File: src/rtl/core/phta_pkg.sv
// ----------------------------------------------------------------------------
// phta_pkg: shared types and constants for the packet header timestamp assigner
// Field widths, queue sizing, register map and the decoded packet record.
// ----------------------------------------------------------------------------
package phta_pkg;

    // Field widths
    localparam int FB_W      = 8;
    localparam int WORD_W    = 56;
    localparam int PLEN_W    = 21;
    localparam int END_W     = 41;
    localparam int ENDV_W    = 40;
    localparam int TIME_W    = 64;
    localparam int FD_W      = 32;
    localparam int S_TDATA_W = 128;
    localparam int M_TDATA_W = 152;

    // Flag byte bits
    localparam int HDR_BIT = 0;
    localparam int KEY_BIT = 3;

    // Configuration map
    localparam int            APB_ADDR_W         = 3;
    localparam int            APB_DATA_W         = 32;
    localparam logic          REG_FRAME_DURATION = 1'b0;
    localparam logic [FD_W-1:0] FD_RESET         = 32'd400000;

    // Decoupling queue between the front and back parts
    localparam int Q_DEPTH = 4;
    localparam int Q_PTR_W = 2;
    localparam int Q_CNT_W = 3;

    // Stored part of one packet
    typedef struct packed {
        logic              keyframe;
        logic [PLEN_W-1:0] payload;
        logic [WORD_W-1:0] duration;
    } phta_slot_t;

    // Decoded packet request handed from front to back
    typedef struct packed {
        logic              flush;
        logic [ENDV_W-1:0] end_val;
        phta_slot_t        slot;
    } phta_entry_t;

    // Queue status seen by its neighbors
    typedef struct packed {
        logic valid;
        logic full;
    } phta_qstat_t;

endpackage

File: src/rtl/core/phta_queue.sv
// ----------------------------------------------------------------------------
// phta_queue: short FIFO between the front and back parts
// Holds decoded packet records so either side can stall on its own.
// ----------------------------------------------------------------------------
module phta_queue
    import phta_pkg::*;
(
    input  logic        aclk,
    input  logic        aresetn,
    input  logic        push,
    input  phta_entry_t wr_data,
    input  logic        pop,
    output phta_entry_t rd_data,
    output phta_qstat_t q_stat
);

    phta_entry_t        slots_reg [Q_DEPTH];
    logic [Q_PTR_W-1:0] wr_ptr_reg, wr_ptr_next;
    logic [Q_PTR_W-1:0] rd_ptr_reg, rd_ptr_next;
    logic [Q_CNT_W-1:0] cnt_reg, cnt_next;
    logic               do_push, do_pop;

    assign q_stat.valid = (cnt_reg != '0);
    assign q_stat.full  = (cnt_reg == Q_CNT_W'(Q_DEPTH));
    assign rd_data      = slots_reg[rd_ptr_reg];

    assign do_push = push && !q_stat.full;
    assign do_pop  = pop && q_stat.valid;

    // Pointer and fill count update
    always_comb begin
        wr_ptr_next = do_push ? wr_ptr_reg + 1'b1 : wr_ptr_reg;
        rd_ptr_next = do_pop  ? rd_ptr_reg + 1'b1 : rd_ptr_reg;
        cnt_next    = cnt_reg;
        if (do_push && !do_pop) begin
            cnt_next = cnt_reg + 1'b1;
        end else if (do_pop && !do_push) begin
            cnt_next = cnt_reg - 1'b1;
        end
    end

    always_ff @(posedge aclk) begin
        if (!aresetn) begin
            wr_ptr_reg <= '0;
            rd_ptr_reg <= '0;
            cnt_reg    <= '0;
        end else begin
            wr_ptr_reg <= wr_ptr_next;
            rd_ptr_reg <= rd_ptr_next;
            cnt_reg    <= cnt_next;
        end
    end

    // Payload slots
    always_ff @(posedge aclk) begin
        if (do_push) begin
            slots_reg[wr_ptr_reg] <= wr_data;
        end
    end

endmodule

File: config.mk
export PLATFORM = sky130hd
export DESIGN_NAME = phta_queue
export DESIGN_NICKNAME = d
export VERILOG_FILES = /design/src/rtl/core/phta_pkg.sv /design/src/rtl/core/phta_queue.sv
export SDC_FILE = /design/constraint.sdc
export NUM_CORES = 1
export LEC_CHECK = 0
export CAP_MARGIN = 15
export CORE_ASPECT_RATIO = 1.75
export CORE_MARGIN = 1.5
export CORE_UTILIZATION = 45
export DETAILED_ROUTE_END_ITERATION = 6
export DONT_BUFFER_PORTS = 1
export PLACE_DENSITY = 0.62
export RECOVER_POWER = 100
export SYNTH_ARGS = -nofsm -noshare
export SYNTH_HDL_FRONTEND = slang
export SYNTH_SLANG_ARGS = --single-unit
File: constraint.sdc
create_clock -name aclk -period 5.5 [get_ports aclk]
set_clock_uncertainty 0.15 [all_clocks]
set_input_delay 0.55 -clock aclk [delete_from_list [all_inputs] [get_ports aclk]]
set_output_delay 0.55 -clock aclk [all_outputs]
set_load 0.02 [all_outputs]
==> results.md <==
- Crit end category: output port
- Initial antenna violation count: 8
- Largest net degree at the start of global routing: between 100 and 150
- Clk Latency, worst-skew pair: 0.55 ns
- Final worst-path cycle share: 0.7365
- Routed WL: approximately 32000 um
- CORE AREA: between 30000 and 40000 um^2
- Mapped Area: ~18000 um^2
- CP Data Required Time: ~4.8 ns
- Post-DR vias/cell: between 5 and 6
- Setup crit start kind: flop
- TNS Setup: 0 ns
- DRC violations left: 13
- Post-route ant nets: 0
- Dpl hpwl: between 15000 and 20000 um
- Synth-to-Final Area Change: 17.20%
- Minimum clock period: approximately 4 ns
- Global route overflow: 0
- CTS Buffer Depth: 3
- Fin. Hold Viols: 0
- Peak VDD IR: 0.0004465 V
- Mapped Avg Cell Area: ~27 um^2
- Sink Count: 485
- RSZ-0062 raised after global routing: false
- Failing checks: DRC, capacitance limit, slew limit
- Fmax: 246.9 MHz
- Worst-path maximum fanout: 48
- Die width: roughly 150 um
- Final instance area: between 20000 and 25000 um^2
- FILL cells: around 2.9k
- # nets final: ~950
- Netlist cell types: 22
- Die H: between 200 and 300 um
- First drt pass iteration count: 7
- DP Area: between 15000 and 20000 um^2
- TritonCTS Buffers: 44
- Vias in the first global route: 8096
- Min setup slack post-route: between 1 and 1.5 ns
- Initial core utilization: 0.4548
- First-pass GRT wire length: roughly 49000 um
- WHS: 0.04408 ns
- TritonCTS clock tree: built
- Post-route core utilization: 0.5331
- Worst Path Arrival: ~3.4 ns
- Setup slack at placement: about 2.3 ns
- CP Class: flop to output port
- GP Congestion: around 0.76
- Area of the multi-input gates: just under 3000 um^2
- Final Non-Filler Cells: about 1.3k
- Synthesized Nets: approximately 800
- Synthesized flop and latch total: 485
- Clock-pin slew on the worst setup and hold paths: ~0.06 ns
- Syn. warnings: 0
- Row count: 96
- FF/Latch Area: 14480 um^2
- Number of primary I/O pins: about 240
- Starting DRT DRC Count: 457
- Root Driver: clkbuf_16
- Status: complete, but fails checks
- Final setup vio count: 0
- Placed cell count: between 1k and 1.5k
- Commonest non-fill, non-tap cell in the layout: edfxtp_1
- WL/cell: approximately 24 um
- Pwr Density: about 470 nW/um^2
- Max FFs per register: ~480
- Slew HR: -0.2703
- Most frequent cells in the layout: edfxtp_1, dlygate4sd3_1, mux4_2, clkbuf_16, clkbuf_1
- Post-synthesis cell count: between 600 and 700
- Total power: just under 10 mW
- H-tree levels: 2
- Max Cap Viol: 5
- Sequential share of the synthesized area: 0.8152
- Total GRT Usage: 0.1609
- Pins Over Slew Limit: 176
- LEAKAGE: 6.446 nW
- Layout cells sized above 1: 0.2321
- Buffers on Ports: 0
- Die footprint: ~41000 um^2
- Vias after detailed routing: about 7.4k
- Slew @ Worst Pin: ~1.9 ns
- Worst Hold Class: input pin to flop
power by group:
group	internal (mW)	total, mW	switching, mW
Combinational	0.817	2.20	1.38
Clock	1.75	3.03	1.28
Sequential	4.49	4.62	0.131
Total	7.05	9.85	2.80
critical path, cell delays in order (launching register included):
cell and delay, ns:
dfxtp_1 0.56, clkbuf_2 1.40, mux4_2 0.76
cell families after synthesis:
logic type | share of synthesized area
DFF | 0.8152
muxes | 0.1526
buffers and inverters | 0.01790
and+or+nand+nor | 0.005778
adders and majority gates | 0.004651
AOI/OAI and AO/OA | 0.001902
xor gates and xnor gates | 0.001973
timing repair:
action                    4_1_cts  5_1_grt
hold buffers                  120        0
gates resized for setup         0        0
hold endpoints to repair      484        0
buffers inserted                0        0
area by class of cell:
cell class,instances,area share
Clock buffer,52,0.05538
Timing Repair Buffer,131,0.06211
Tap cell,490,0.02946
Multi-Input combinational cell,153,0.1422
Antenna cell,4,0.0004810
Inverter,3,0.0005411
Sequential cell,485,0.6957
Clock inverter,29,0.01413
cell usage after synthesis (all sizes together):
library cell | instances | area, um^2
nand2 | 4 | 15.01
a21boi | 1 | 7.510
buf | 26 | 299.0
xnor2 | 3 | 26.28
mux2i | 3 | 30.03
and2 | 8 | 50.05
o311ai | 1 | 8.760
o21ai | 1 | 5.000
fa | 1 | 20.02
nor3b | 1 | 12.51
xor2 | 1 | 8.760
dfxtp | 9 | 180.2
or3 | 2 | 12.51
o31ai | 1 | 12.51
ha | 5 | 62.56
nor2b | 2 | 12.51
mux4 | 119 | 2680
clkbuf | 2 | 7.510
inv | 3 | 11.26
edfxtp | 476 | 14290
layer usage:
| layer | routed length, um | up-vias | part of all wire | GRT usage |
|---|---|---|---|---|
| li1 | - | 3190 | - | - |
| met4 | 1268 | 8 | 0.039 | 0.07022 |
| met1 | 11330 | 3929 | 0.35 | 0.1783 |
| met3 | 1912 | 75 | 0.059 | 0.03855 |
| met2 | 17760 | 212 | 0.55 | 0.2931 |
| met5 | 55 | - | 0.0017 | 0 |
final timing paths:
path / from / endpoint / depth (start not counted) / slack, ns
hold / removal: aresetn / wr_ptr_reg[1] / 2 / 0.04
hold reg to reg: wr_ptr_reg[0] / wr_ptr_reg[0] / 2 / 0.37
setup / recovery: flop / rd_data[79] / 2 / 1.45
setup reg to reg: cnt_reg[0] / slots_reg[0][20] / 4 / 1.55
No activity file was read; power rests on OpenSTA's default activity.
