==> src/rtl/core/phta_pkg.sv <==
// ----------------------------------------------------------------------------
// phta_pkg: shared types and constants for the packet header timestamp assigner
// Field widths, queue sizing, register map and the decoded packet record.
// ----------------------------------------------------------------------------
package phta_pkg;

    // Field widths
    localparam int FB_W      = 8;
    localparam int WORD_W    = 56;
    localparam int PLEN_W    = 21;
    localparam int END_W     = 41;
    localparam int ENDV_W    = 40;
    localparam int TIME_W    = 64;
    localparam int FD_W      = 32;
    localparam int S_TDATA_W = 128;
    localparam int M_TDATA_W = 152;

    // Flag byte bits
    localparam int HDR_BIT = 0;
    localparam int KEY_BIT = 3;

    // Configuration map
    localparam int            APB_ADDR_W         = 3;
    localparam int            APB_DATA_W         = 32;
    localparam logic          REG_FRAME_DURATION = 1'b0;
    localparam logic [FD_W-1:0] FD_RESET         = 32'd400000;

    // Decoupling queue between the front and back parts
    localparam int Q_DEPTH = 4;
    localparam int Q_PTR_W = 2;
    localparam int Q_CNT_W = 3;

    // Stored part of one packet
    typedef struct packed {
        logic              keyframe;
        logic [PLEN_W-1:0] payload;
        logic [WORD_W-1:0] duration;
    } phta_slot_t;

    // Decoded packet request handed from front to back
    typedef struct packed {
        logic              flush;
        logic [ENDV_W-1:0] end_val;
        phta_slot_t        slot;
    } phta_entry_t;

    // Queue status seen by its neighbors
    typedef struct packed {
        logic valid;
        logic full;
    } phta_qstat_t;

endpackage

==> src/rtl/core/phta_front.sv <==
// ----------------------------------------------------------------------------
// phta_front: input side of the timestamp assigner
// Accepts packet headers, drops header packets and decodes the rest into a
// packet record that is pushed into the queue.
// ----------------------------------------------------------------------------
module phta_front
    import phta_pkg::*;
(
    input  logic                 s_tvalid,
    output logic                 s_tready,
    input  logic [S_TDATA_W-1:0] s_tdata,
    input  phta_qstat_t          q_stat,
    output logic                 push,
    output phta_entry_t          entry
);

    logic [FB_W-1:0]   first_byte;
    logic [WORD_W-1:0] length_word;
    logic [PLEN_W-1:0] packet_length;
    logic [END_W-1:0]  end_frame;
    logic [2:0]        nbytes;
    logic [3:0]        hsize;
    logic [PLEN_W-1:0] hsize_ext;

    assign first_byte    = s_tdata[7:0];
    assign length_word   = s_tdata[63:8];
    assign packet_length = s_tdata[84:64];
    assign end_frame     = s_tdata[125:85];

    // Request accepted whenever the queue has room; header packets vanish here
    assign s_tready = !q_stat.full;
    assign push     = s_tvalid && s_tready && !first_byte[HDR_BIT];

    // Length-byte count: bit 1 is the high bit, bits 7:6 the low two
    assign nbytes    = {first_byte[1], first_byte[7:6]};
    assign hsize     = {1'b0, nbytes} + 4'd1;
    assign hsize_ext = PLEN_W'(hsize);

    always_comb begin
        entry = '0;
        // Keep only the counted little-endian bytes
        for (int j = 0; j < WORD_W / 8; j++) begin
            if (3'(j) < nbytes) begin
                entry.slot.duration[8*j +: 8] = length_word[8*j +: 8];
            end
        end
        entry.slot.keyframe = first_byte[KEY_BIT];
        entry.slot.payload  = (packet_length > hsize_ext) ? (packet_length - hsize_ext)
                                                          : '0;
        // Positive end time triggers a flush
        entry.flush   = !end_frame[END_W-1] && (end_frame != '0);
        entry.end_val = end_frame[ENDV_W-1:0];
    end

endmodule

==> config.mk <==
export PLATFORM = sky130hd
export DESIGN_NAME = phta_front
export DESIGN_NICKNAME = d
export VERILOG_FILES = /design/src/rtl/core/phta_pkg.sv /design/src/rtl/core/phta_front.sv
export SDC_FILE = /design/constraint.sdc
export NUM_CORES = 1
export LEC_CHECK = 0
export ABC_CLOCK_PERIOD_IN_PS = 4800
export BUFFER_PORTS_ARGS = -buffer_cell sky130_fd_sc_hd__buf_4
export CAP_MARGIN = 25
export CORE_AREA = 2 2 99 101
export DETAILED_ROUTE_END_ITERATION = 10
export DIE_AREA = 0 0 101 103
export GPL_TIMING_DRIVEN = 0
export PLACE_DENSITY = 0.58
export SLEW_MARGIN = 10
export SYNTH_ARGS = -nofsm -noshare
export SYNTH_HDL_FRONTEND = slang
export SYNTH_SLANG_ARGS = --single-unit
==> constraint.sdc <==
create_clock -name vclk -period 4.8
set_clock_uncertainty 0.05 [all_clocks]
set_input_delay 0.96 -clock vclk [all_inputs]
set_output_delay 0.96 -clock vclk [all_outputs]
set_load 0.03 [all_outputs]
==> results.txt, run 1 <==
- Initial core utilization: 15.61%
- The core region is 0.009459 mm2.
* Most frequent cells in the layout: sky130_fd_sc_hd__buf_4 (287), sky130_fd_sc_hd__nor2b_1 (26), sky130_fd_sc_hd__and2_1 (24)
- Number of input and output port buffers inserted: 245
* Synthesized area divided by synthesized cell count: 6.621 um2
- For the final routed database, the setup TNS stands at 0 ns.
* M1 GR Usage: 11.37%
* Die width: 101 um
- Power density cells: 123.6 mW/mm2
- Utilization of the core after routing: 36.56%
- Sequential cell area fraction in the yosys report: 0%
- For this run, the post-layout net count is 607.
* Row Count: 36
- Total area of sequential cells: 0 um2
- The share of total power dissipated in sequential elements is 0%.
* Number of antenna violations at the first check in global routing: 0
- Routability-driven placement finished with a final weighted congestion of 0.8529.
* Type of the worst setup path: in2out
* First-pass GRT wire length: 11100 um
* Element type at the critical path end: output port
- Sw Ratio: 53.80%
- The biggest area contributor in the post-synthesis netlist is sky130_fd_sc_hd__buf_4.
* Top-area cell type share of the netlist area: 21.36%
- Number of DRC violations after detailed routing: 0
* Detail-routed net length per standard cell: 13.97 um
- For this design the total switching power over the nets is 0.2299 mW.
- The repair_antennas step left the layout with diodes totalling 0.
- Netlist area before placement: 0.001476 mm2
- Synth top area cells: sky130_fd_sc_hd__buf_4 (21%), sky130_fd_sc_hd__nor2b_1 (11%), sky130_fd_sc_hd__and2_1 (10%)
- The share of total power dissipated in the clock network is 0%.
- Number of design-rule violations left by the first detailed-router iteration: 35
* Met3 Track Usage GR: 4.000%
- Dividing the final minimum period by the clock period gives 85.79%.
- Number of warnings printed during yosys synthesis: 0
- Summed over all cells, the static leakage comes to 1.829 nW.
- FILL cells: 1027
* Count of nets left with antenna violations after detail routing: 0
* Vias in the first global route: 2357
- For this run, the detailed router's first-pass iteration total came to 4.
- Largest net degree at the start of global routing: 11
* Worst slew slack as a fraction of its limit: 40.40%
* Slew at the pin closest to its max-slew limit: 0.8872 ns
- CP arrival: 3.11 ns
- Total placed instance area: 0.003458 mm2
- The min-delay analysis places its worst path in the category in2out.
- Most common cell after layout, fill and taps aside: sky130_fd_sc_hd__buf_4
- Chip Height: 103 um
- Summing over every cut layer, the via total after detailed routing is 2415.
- Of the cells placed in the final design, the portion with a size suffix greater than 1 is 63.03%.
- Met2 track demand over resource: 30.97%
- Once the clock tree was built, the setup fixing pass inserted 0 buffers.
- Final Hold Fails: 0
* Final global-route overflow total: 0
* Total I/O pin count: 252
- When the netlist entered floorplanning its net count stood at 360.
* Aggregate global-route resource usage: 13.38%
- Critical path data required time: 3.79 ns
- Via-per-instance ratio: 4.149
- Area enclosed by the die boundary: 0.01040 mm2
- Per report_power, the combinational group accounts for 100.0% of the total.
- Maximum fanout along the worst path: 7
* Number of hold buffers added after CTS: 0
- Synthesis handed over a netlist of 223 instances.
- With fillers left out, the area of the finished cells amounts to 0.003458 mm2.
- Counting distinct cell types in the post-synthesis netlist gives 42.
- The worst path in the final design needs a cycle of 4.118 ns, including I/O delays and setup.
- Setup repair after global routing missed its margin: false
* CP startpoint kind: input pin
- Across the VDD grid, the largest voltage drop is 56.07 uV.
- Summing all multi-input logic gate instances after layout gives 0.001116 mm2.
* Total wire length after detailed routing: 8131 um
- Peak-usage layer in the global routing report: met2
- Total of cells resized after clock tree synthesis: 0
* Post-detailed-placement half-perimeter wirelength: 7412 um
- The design draws 0.4274 mW.
- Number of flip-flops and latches: 0
* Area growth from synthesis to layout: 134.2%
* Final setup fails: 0
- Internal power contribution: 0.1974 mW
* Final worst hold slack: 2.086 ns
- Derived from the worst setup path, the maximum achievable clock frequency is 242.8 MHz.
* Result of the run: finished, final reports clean
- Layout clock buffer count: 0
* Count of max-cap constraint violations: 0
- The number of max-slew violations in the final report came to 0.
## worst max-delay path: stages
cell and delay [ns]:
sky130_fd_sc_hd__buf_4 0.13, sky130_fd_sc_hd__ha_1 0.32, sky130_fd_sc_hd__inv_1 0.05, sky130_fd_sc_hd__ha_1 0.28
sky130_fd_sc_hd__nor2b_1 0.17, sky130_fd_sc_hd__o31ai_2 0.27, sky130_fd_sc_hd__nand2_2 0.17, sky130_fd_sc_hd__or4_1 0.49
sky130_fd_sc_hd__nand2_1 0.09, sky130_fd_sc_hd__buf_4 0.16
## layer usage
| layer | vias up | wire length [um] |
|---|---|---|
| met3 | 0 | 980 |
| met2 | 150 | 4769 |
| met1 | 1054 | 2381 |
| met4 | 0 | 0 |
| li1 | 1211 | - |
| met5 | - | 0 |
## synthesized netlist by cell type
cell / number
sky130_fd_sc_hd__buf_4: 42
sky130_fd_sc_hd__nor2b_1: 26
sky130_fd_sc_hd__and2_1: 24
sky130_fd_sc_hd__nor2_1: 22
sky130_fd_sc_hd__nor3_1: 12
sky130_fd_sc_hd__nor4_1: 12
sky130_fd_sc_hd__and3_1: 9
sky130_fd_sc_hd__xnor2_1: 9
sky130_fd_sc_hd__inv_1: 7
sky130_fd_sc_hd__clkbuf_1: 5
sky130_fd_sc_hd__ha_1: 5
sky130_fd_sc_hd__nand2_1: 4
sky130_fd_sc_hd__or4_1: 4
sky130_fd_sc_hd__a21oi_1: 3
sky130_fd_sc_hd__nand3_1: 3
sky130_fd_sc_hd__nand4_1: 3
sky130_fd_sc_hd__xor2_1: 3
sky130_fd_sc_hd__a21o_1: 2
sky130_fd_sc_hd__nand2b_1: 2
sky130_fd_sc_hd__o21a_1: 2
sky130_fd_sc_hd__o21ai_0: 2
sky130_fd_sc_hd__or3_1: 2
sky130_fd_sc_hd__a211oi_1: 1
sky130_fd_sc_hd__a21oi_2: 1
sky130_fd_sc_hd__a22o_1: 1
sky130_fd_sc_hd__a31oi_1: 1
sky130_fd_sc_hd__and4_1: 1
sky130_fd_sc_hd__fa_1: 1
sky130_fd_sc_hd__mux2_1: 1
sky130_fd_sc_hd__mux2_2: 1
sky130_fd_sc_hd__mux2i_1: 1
sky130_fd_sc_hd__nand2_2: 1
sky130_fd_sc_hd__nor3_2: 1
sky130_fd_sc_hd__nor3b_1: 1
sky130_fd_sc_hd__nor4_2: 1
sky130_fd_sc_hd__nor4_4: 1
sky130_fd_sc_hd__o21ai_1: 1
sky130_fd_sc_hd__o31a_1: 1
sky130_fd_sc_hd__o31ai_2: 1
sky130_fd_sc_hd__o41ai_1: 1
sky130_fd_sc_hd__or2_1: 1
sky130_fd_sc_hd__or3_4: 1
## kinds of logic (layout without fill, tap and decap cells)
family | Yosys count | in the layout | synth area share [%]
buffers and inverters | 54 | 299 | 24.41
xor gates and xnor gates | 12 | 12 | 7.119
muxes | 3 | 3 | 2.203
adders and majority gates | 6 | 6 | 5.593
AOI/OAI and AO/OA | 17 | 17 | 8.220
and+or+nand+nor | 131 | 131 | 52.46
## cell type report
class                           instances  area share, %
Timing Repair Buffer                  245          53.18
Multi-Input combinational cell        169          32.27
Buffer                                 47          9.660
Tap cell                              114          4.124
Inverter                                7         0.7598
## worst paths after layout
kind / to / depth (start not counted) / slack (ns) / from
max: entry[73] / 10 / 0.68 / s_tdata[6]
min: entry[77] / 2 / 2.09 / s_tdata[3]
## power groups by stage
| stage | clock (mW) | sequential, mW | combinational (mW) |
|---|---|---|---|
| after floorplan | 0 | 0 | 0.229 |
| after global placement | 0 | 0 | 0.430 |
| after detailed placement | 0 | 0 | 0.432 |
| after CTS | 0 | 0 | 0.433 |
| after global routing | 0 | 0 | 0.457 |
| final | 0 | 0 | 0.427 |
## stage by stage
stage               instances  setup slack (ns)
detailed placement        582            0.6558
finish                    582            0.6821
CTS                       582            0.6521
floorplan                 223            0.8897
global route              582            0.5018
global placement          582            0.6531
Note: power is estimated with default switching activity, not from simulation.
==> run 2: changes to the inputs <==
- ABC_AREA: not set -> 1
- CORE_AREA: 2 2 99 101 -> 2 2 98 100
- DIE_AREA: 0 0 101 103 -> 0 0 100 102
- GPL_ROUTABILITY_DRIVEN: not set -> 1
- PLACE_DENSITY: 0.58 -> 0.63
==> results.txt, run 2 <==
* Synthesized area divided by synthesized cell count: 5.159 um2 (-22%)
- The total of max-cap violations was 0 (unchanged).
* Master of the slowest instance on the critical path: sky130_fd_sc_hd__ha_1
* Number of design-rule violations left by the first detailed-router iteration: 39 (+11%)
- The final count of negative-setup-slack endpoints is 0 (unchanged).
* Critical path data required time: 3.79 ns (about the same)
* Via count: 2814 (+17%)
- The data arrival time at the worst-slack endpoint is 3.36 ns (+0.25 ns).
* Pwr Total: 0.4500 mW (+5.3%)
* Power density cells: 118.0 mW/mm2 (-4.5%)
- Result of the run: finished, final reports clean
- The count of buffering cells on the critical path with inverters included was 3 (unchanged).
- The footprint of the flip-flops and latches is 0 um2 (unchanged).
- The number of global-route vias before repair is 2502 (+6.2%).
- The critical path goes through buf_4, buf_2, nand3_1, ha_1, or2_2, nand2_1, nand2_1, nor2_1, nand3_1, nand2_1, nor2_1, buf_4.
* Most common cell after layout, fill and taps aside: sky130_fd_sc_hd__buf_4
* Area growth from synthesis to layout: 107.7%
- The highest net fanout along the worst path was 10 (+3).
* FILL cells: 970 (-5.6%)
- Total placed instance area: 0.003815 mm2 (+10%)
* Netlist area before placement: 0.001837 mm2 (+24%)
- Max Slew Vio Count: 0 (unchanged)
* Total of cells resized after clock tree synthesis: 0 (unchanged)
* Top-count cell post-synth: sky130_fd_sc_hd__nor2_1
- The cell family contributing the most delay on the critical path is simple AND/OR/NAND/NOR gates.
* Row Count: 35 (-2.8%)
- The post-synth net total was 493 (+37%).
- The initial core utilization was 20.16% (+4.6 points).
- Summed over all instances, the cell type with the most area after synthesis is sky130_fd_sc_hd__nor2_1.
* Post-detailed-placement half-perimeter wirelength: 9225 um (+24%)
* Fmax: 228.8 MHz (-5.8%)
* First-pass GRT wire length: 13570 um (+22%)
* Post-synthesis cell type count: 30 (-29%)
- The worst IR drop on VDD was 65.82 uV (+17%).
- The measured slew at the worst slew-check pin came to 0.7502 ns (-0.1370 ns).
- Count of buffers added by post-CTS timing repair for setup: 0 (unchanged)
- Worst slew slack as a fraction of its limit: 49.60% (+9.2 points)
- Layout clock buffer count: 0 (unchanged)
- Number of warnings printed during yosys synthesis: 0 (unchanged)
- The shortest clock period the worst path allows after layout came to 4.370 ns (+0.2519 ns).
* Final global-route overflow total: 0 (unchanged)
- The top cell types in the final layout, fill and taps aside, are sky130_fd_sc_hd__buf_4 (286), sky130_fd_sc_hd__nor2_1 (105), sky130_fd_sc_hd__inv_1 (76).
- The number of buffers added to fix hold violations after cts was 0 (unchanged).
* Type of the worst setup path: in2out
- STA classifies the critical path startpoint as an input pin.
* Aggregate global-route resource usage: 16.84% (+3.5 points)
- Leakage component of the power: 2.323 nW (+27%)
- Number of DRC violations after detailed routing: 0 (unchanged)
- Final Hold Fails: 0 (unchanged)
* Count of nets left with antenna violations after detail routing: 0 (unchanged)
- Share of post-route cells with drive strength above 1: 52.91% (-10 points)
- Largest net degree at the start of global routing: 11 (unchanged)
* Setup repair after global routing missed its margin: false
* Slowest stage delay, CP: 0.45 ns (-0.04 ns)
* Part of the cycle the worst path needs: 91.04% (+5.2 points)
- Element type at the critical path end: output port
* Area of all placed cells without fillers: 0.003815 mm2 (+10%)
* Total Neg Setup Slack: 0 ns (unchanged)
- The number of standard cells after synthesis came to 356 (+60%).
* Number of antenna violations at the first check in global routing: 1 (+1)
- The final weighted congestion of routability-driven global placement came to 0.8665 (+1.6%).
- The sequential-to-total area share from yosys stat came to 0% (unchanged).
* Antenna Diode Count: 0 (unchanged)
- Among the stages of the critical path, the cell type that occurs most often is sky130_fd_sc_hd__nand2_1.
* Synth top area cells: sky130_fd_sc_hd__nor2_1 (21%), sky130_fd_sc_hd__buf_4 (17%), sky130_fd_sc_hd__inv_1 (16%)
- The min-delay analysis places its worst path in the category in2out.
- Final worst hold slack: 2.086 ns (+0.0002800 ns)
* Top-area cell type share of the netlist area: 21.46% (+0.10 points)
- The height of the die came to 102 um (-0.97%).
* Number of input and output port buffers inserted: 245 (unchanged)
* Total I/O pin count: 252 (unchanged)
- The ratio of routed vias to standard cells came to 3.952 (-4.8%).
* Number of nets in the final layout: 740 (+22%)
- The number of sequential cells in the layout came to 0 (unchanged).
* Area enclosed by the die boundary: 0.01020 mm2 (-2.0%)
- The die boundary width is 100 um (-0.99%).
- The placeable core region was 0.009109 mm2 (-3.7%).
- After synthesis, the most frequently instantiated cells are sky130_fd_sc_hd__nor2_1 (105), sky130_fd_sc_hd__inv_1 (76), sky130_fd_sc_hd__nand2_1 (55).
- The total wire length came to 9897 um (+22%).
* DR pass1 iterations: 4 (unchanged)
- Detail-routed net length per standard cell: 13.90 um (-0.50%)
run 2: cell count changes in the layout (fill, tap and decap cells not counted), sizes merged, moves of 10 or more:
cell / before / now
nor2: 22 / 125
inv: 7 / 78
nand2: 5 / 58
nor2b: 26 / 0
and2: 24 / 1
nor4: 14 / 2
nor3: 13 / 3
run 2: worst paths after layout:
check | from | end | slack (ns) | cells past startpoint
worst max-delay path | s_tdata[1] | entry[72] | 0.43 | 12
worst min-delay path | s_tdata[3] | entry[77] | 2.09 | 2
run 2: metrics by stage:
stage	worst slack [ns]	cells	utilization, %
floorplan	0.8773	356	-
global placement	0.4154	712	41.88
detailed placement	0.4034	712	41.88
CTS	0.3956	712	41.88
global route	0.1812	712	41.88
finish	0.4301	712	41.88
run 2: final cells by class:
class | instances | area, um2 | share of cell area [%]
buffer | 43 | 332.8 | 8.724
inverter | 78 | 297.8 | 7.806
multi-input combinational | 235 | 1206 | 31.62
tap | 111 | 138.9 | 3.641
timing repair buffer | 245 | 1839 | 48.21
run 2: metal layers:
layer  vias to the layer above  share of wire, %  track usage (%)
li1                       1494                 -                -
met1                      1198                38            20.61
met2                       122                50            29.99
met3                         0                12            6.566
met4                         0                 0                0
met5                         -                 0                0
run 2: logic make-up after synthesis:
family,Yosys count,share of synthesized area [%]
AOI/OAI and AO/OA,8,2.520
and+or+nand+nor,212,54.36
adders and majority gates,6,4.496
xor gates and xnor gates,9,4.292
buffers and inverters,121,34.33
run 2: report_power, final:
part | total, mW | switching (mW) | internal (mW)
registers | 0 | 0 | 0
clock network | 0 | 0 | 0
logic | 0.450 | 0.252 | 0.198
==> run 3: changes to the inputs <==
- BUFFER_PORTS_ARGS: -buffer_cell sky130_fd_sc_hd__buf_4 -> not set
- CORE_AREA: 2 2 98 100 -> 2 2 96 98
- DIE_AREA: 0 0 100 102 -> 0 0 98 100
- DONT_BUFFER_PORTS: not set -> 1
- PLACE_DENSITY: 0.63 -> 0.4
==> results.txt, run 3 (synthesis gave the netlist of run 2 again) <==
* Number of nets in the final layout: 495 (-33%)
- The number of buffers inserted to repair setup after CTS came to 0 (unchanged).
- Area growth from synthesis to layout: 7.561%
- The run finished with clean final reports.
- CP arrival: 3.45 ns (+0.09 ns)
- Most frequent cells in the layout: sky130_fd_sc_hd__nor2_1 (105), sky130_fd_sc_hd__inv_1 (76), sky130_fd_sc_hd__nand2_1 (55)
- The number of cell rows came to 35 (unchanged).
- Power density cells: 135.0 mW/mm2 (+14%)
- Count of max-cap constraint violations: 0 (unchanged)
* Cell-by-cell trace of the critical path: buf_2, nand3_1, ha_1, or2_2, nand2_1, nand2_1, nor2_1, a21oi_1, nor2_1
- The global-route wire length before repair came to 9687 um (-29%).
- The DRC marker count from the first detailed-route iteration was 45 (+15%).
- Routability congestion estimate: 0.7580 (-13%)
- The initial core utilization was 20.66% (+0.50 points).
- Total Neg Setup Slack: 0 ns (unchanged)
- The number of gates given a new drive strength after cts is 0 (unchanged).
- Fmax: 224.0 MHz (-2.1%)
* Total wire length after detailed routing: 6727 um (-32%)
- Most common cell after layout, fill and taps aside: sky130_fd_sc_hd__nor2_1
- The total leakage power was 1.127 nW (-51%).
- Last element of the critical path: entry[72]
- The number of max-slew violations in the final report is 0 (unchanged).
* Total I/O pin count: 252 (unchanged)
* Worst setup path startpoint: s_tdata[1]
* Number of flip-flops and latches: 0 (unchanged)
- The worst IR drop on VDD is 28.46 uV (-57%).
* Number of input and output port buffers inserted: 0 (-100%)
- Maximum fanout along the worst path: 10 (unchanged)
* Slowest stage delay, CP: 0.49 ns (+0.04 ns)
* Number of DRC violations after detailed routing: 0 (unchanged)
- The tightest min-delay check is of the in2out type.
- The ratio of routed vias to standard cells was 4.236 (+7.2%).
* Final setup fails: 0 (unchanged)
- The fraction of final layout cells sized beyond drive strength 1 was 20.51% (-32 points).
- Via count: 1978 (-30%)
- The count of TritonRoute iterations in the first routing pass is 4 (unchanged).
- Final Hold Fails: 0 (unchanged)
- The footprint of the flip-flops and latches is 0 um2 (unchanged).
* CP startpoint kind: input pin
- Aggregate global-route resource usage: 12.15% (-4.7 points)
- Least setup slack across all paths after layout: 0.3366 ns (-0.09356 ns)
- Vias in the first global route: 1772 (-29%)
- Detail-routed net length per standard cell: 14.40 um (+3.6%)
- Final global-route overflow total: 0 (unchanged)
- Antenna Diode Count: 0 (unchanged)
- Core area: 0.008890 mm2 (-2.4%)
- Chip Height: 100 um (-2.0%)
* Critical path data required time: 3.79 ns (about the same)
- Count of nets left with antenna violations after detail routing: 0 (unchanged)
- The clock buffer count in the final layout came to 0 (unchanged).
- Setup repair after global routing left no endpoint under its margin.
- Part of the cycle the worst path needs: 92.99% (+1.9 points)
- Post-detailed-placement half-perimeter wirelength: 6187 um (-33%)
* Time the final worst path needs with I/O delays and setup: 4.463 ns (+0.09356 ns)
- Type of the worst setup path: in2out
- Worst slew slack as a fraction of its limit: 54.37% (+4.8 points)
- Master of the slowest instance on the critical path: sky130_fd_sc_hd__ha_1
* Element type at the critical path end: output port
* Largest net degree at the start of global routing: 11 (unchanged)
* Die width: 98 um (-2.0%)
- The number of buffers added to fix hold violations after cts came to 0 (unchanged).
- The measured slew at the worst slew-check pin was 0.6792 ns (-0.07103 ns).
- The number of antenna violations at the first check in global routing came to 0 (-1).
- The total die area was 0.009800 mm2 (-3.9%).
* Pre-CTS setup slack: 0.2095 ns (-0.1939 ns)
## run 3: layout make-up
class                           instances  area, um2
Buffer                                 43      332.8
Multi-Input combinational cell        235       1206
Tap cell                              111      138.9
Inverter                               78      297.8
Fill cell                            1038       6914
## run 3: power breakdown
group	switching (mW)	total, mW	leakage, nW	internal, mW
registers	0	0	0	0
logic	0.202	0.267	1.13	0.0646
clock network	0	0	0	0
## run 3: worst min path at each step
stage                       startpoint    endpoint  slack (ns)  depth (start not counted)
after floorplan           s_tdata[125]  entry[118]        1.98                          1
after global routing        s_tdata[0]        push        1.99                          1
final                       s_tdata[0]        push        1.98                          1
after global placement      s_tdata[0]        push        1.99                          1
after CTS                   s_tdata[0]        push        1.99                          1
after detailed placement    s_tdata[0]        push        1.99                          1
## run 3: per-stage QoR
stage / instances / total power, mW / hold slack, ns / utilization [%] / cell area, um2
floorplan: 356 / 0.2448 / 1.982 / - / 1837
global placement: 467 / 0.2719 / 1.986 / 22.22 / 1976
detailed placement: 467 / 0.2706 / 1.986 / 22.22 / 1976
CTS: 467 / 0.2713 / 1.986 / 22.22 / 1976
global route: 467 / 0.2875 / 1.989 / 22.22 / 1976
finish: 467 / 0.2667 / 1.984 / 22.22 / 1976
## run 3: critical path, delay by kind of cell
family                   cells  cell delay, ns
buffers and inverters        1            0.19
AND/OR/NAND/NOR              6            1.69
AO/OA/AOI/OAI                1            0.10
adder cells (fa/ha/maj)      1            0.49
## run 3: per-layer routing
metal,track usage [%],vias up,part of all wire [%]
li1,-,1005,-
met1,15.52,868,39
met2,22.71,105,52
met3,2.159,0,8.0
met4,0,0,0
met5,0,-,0
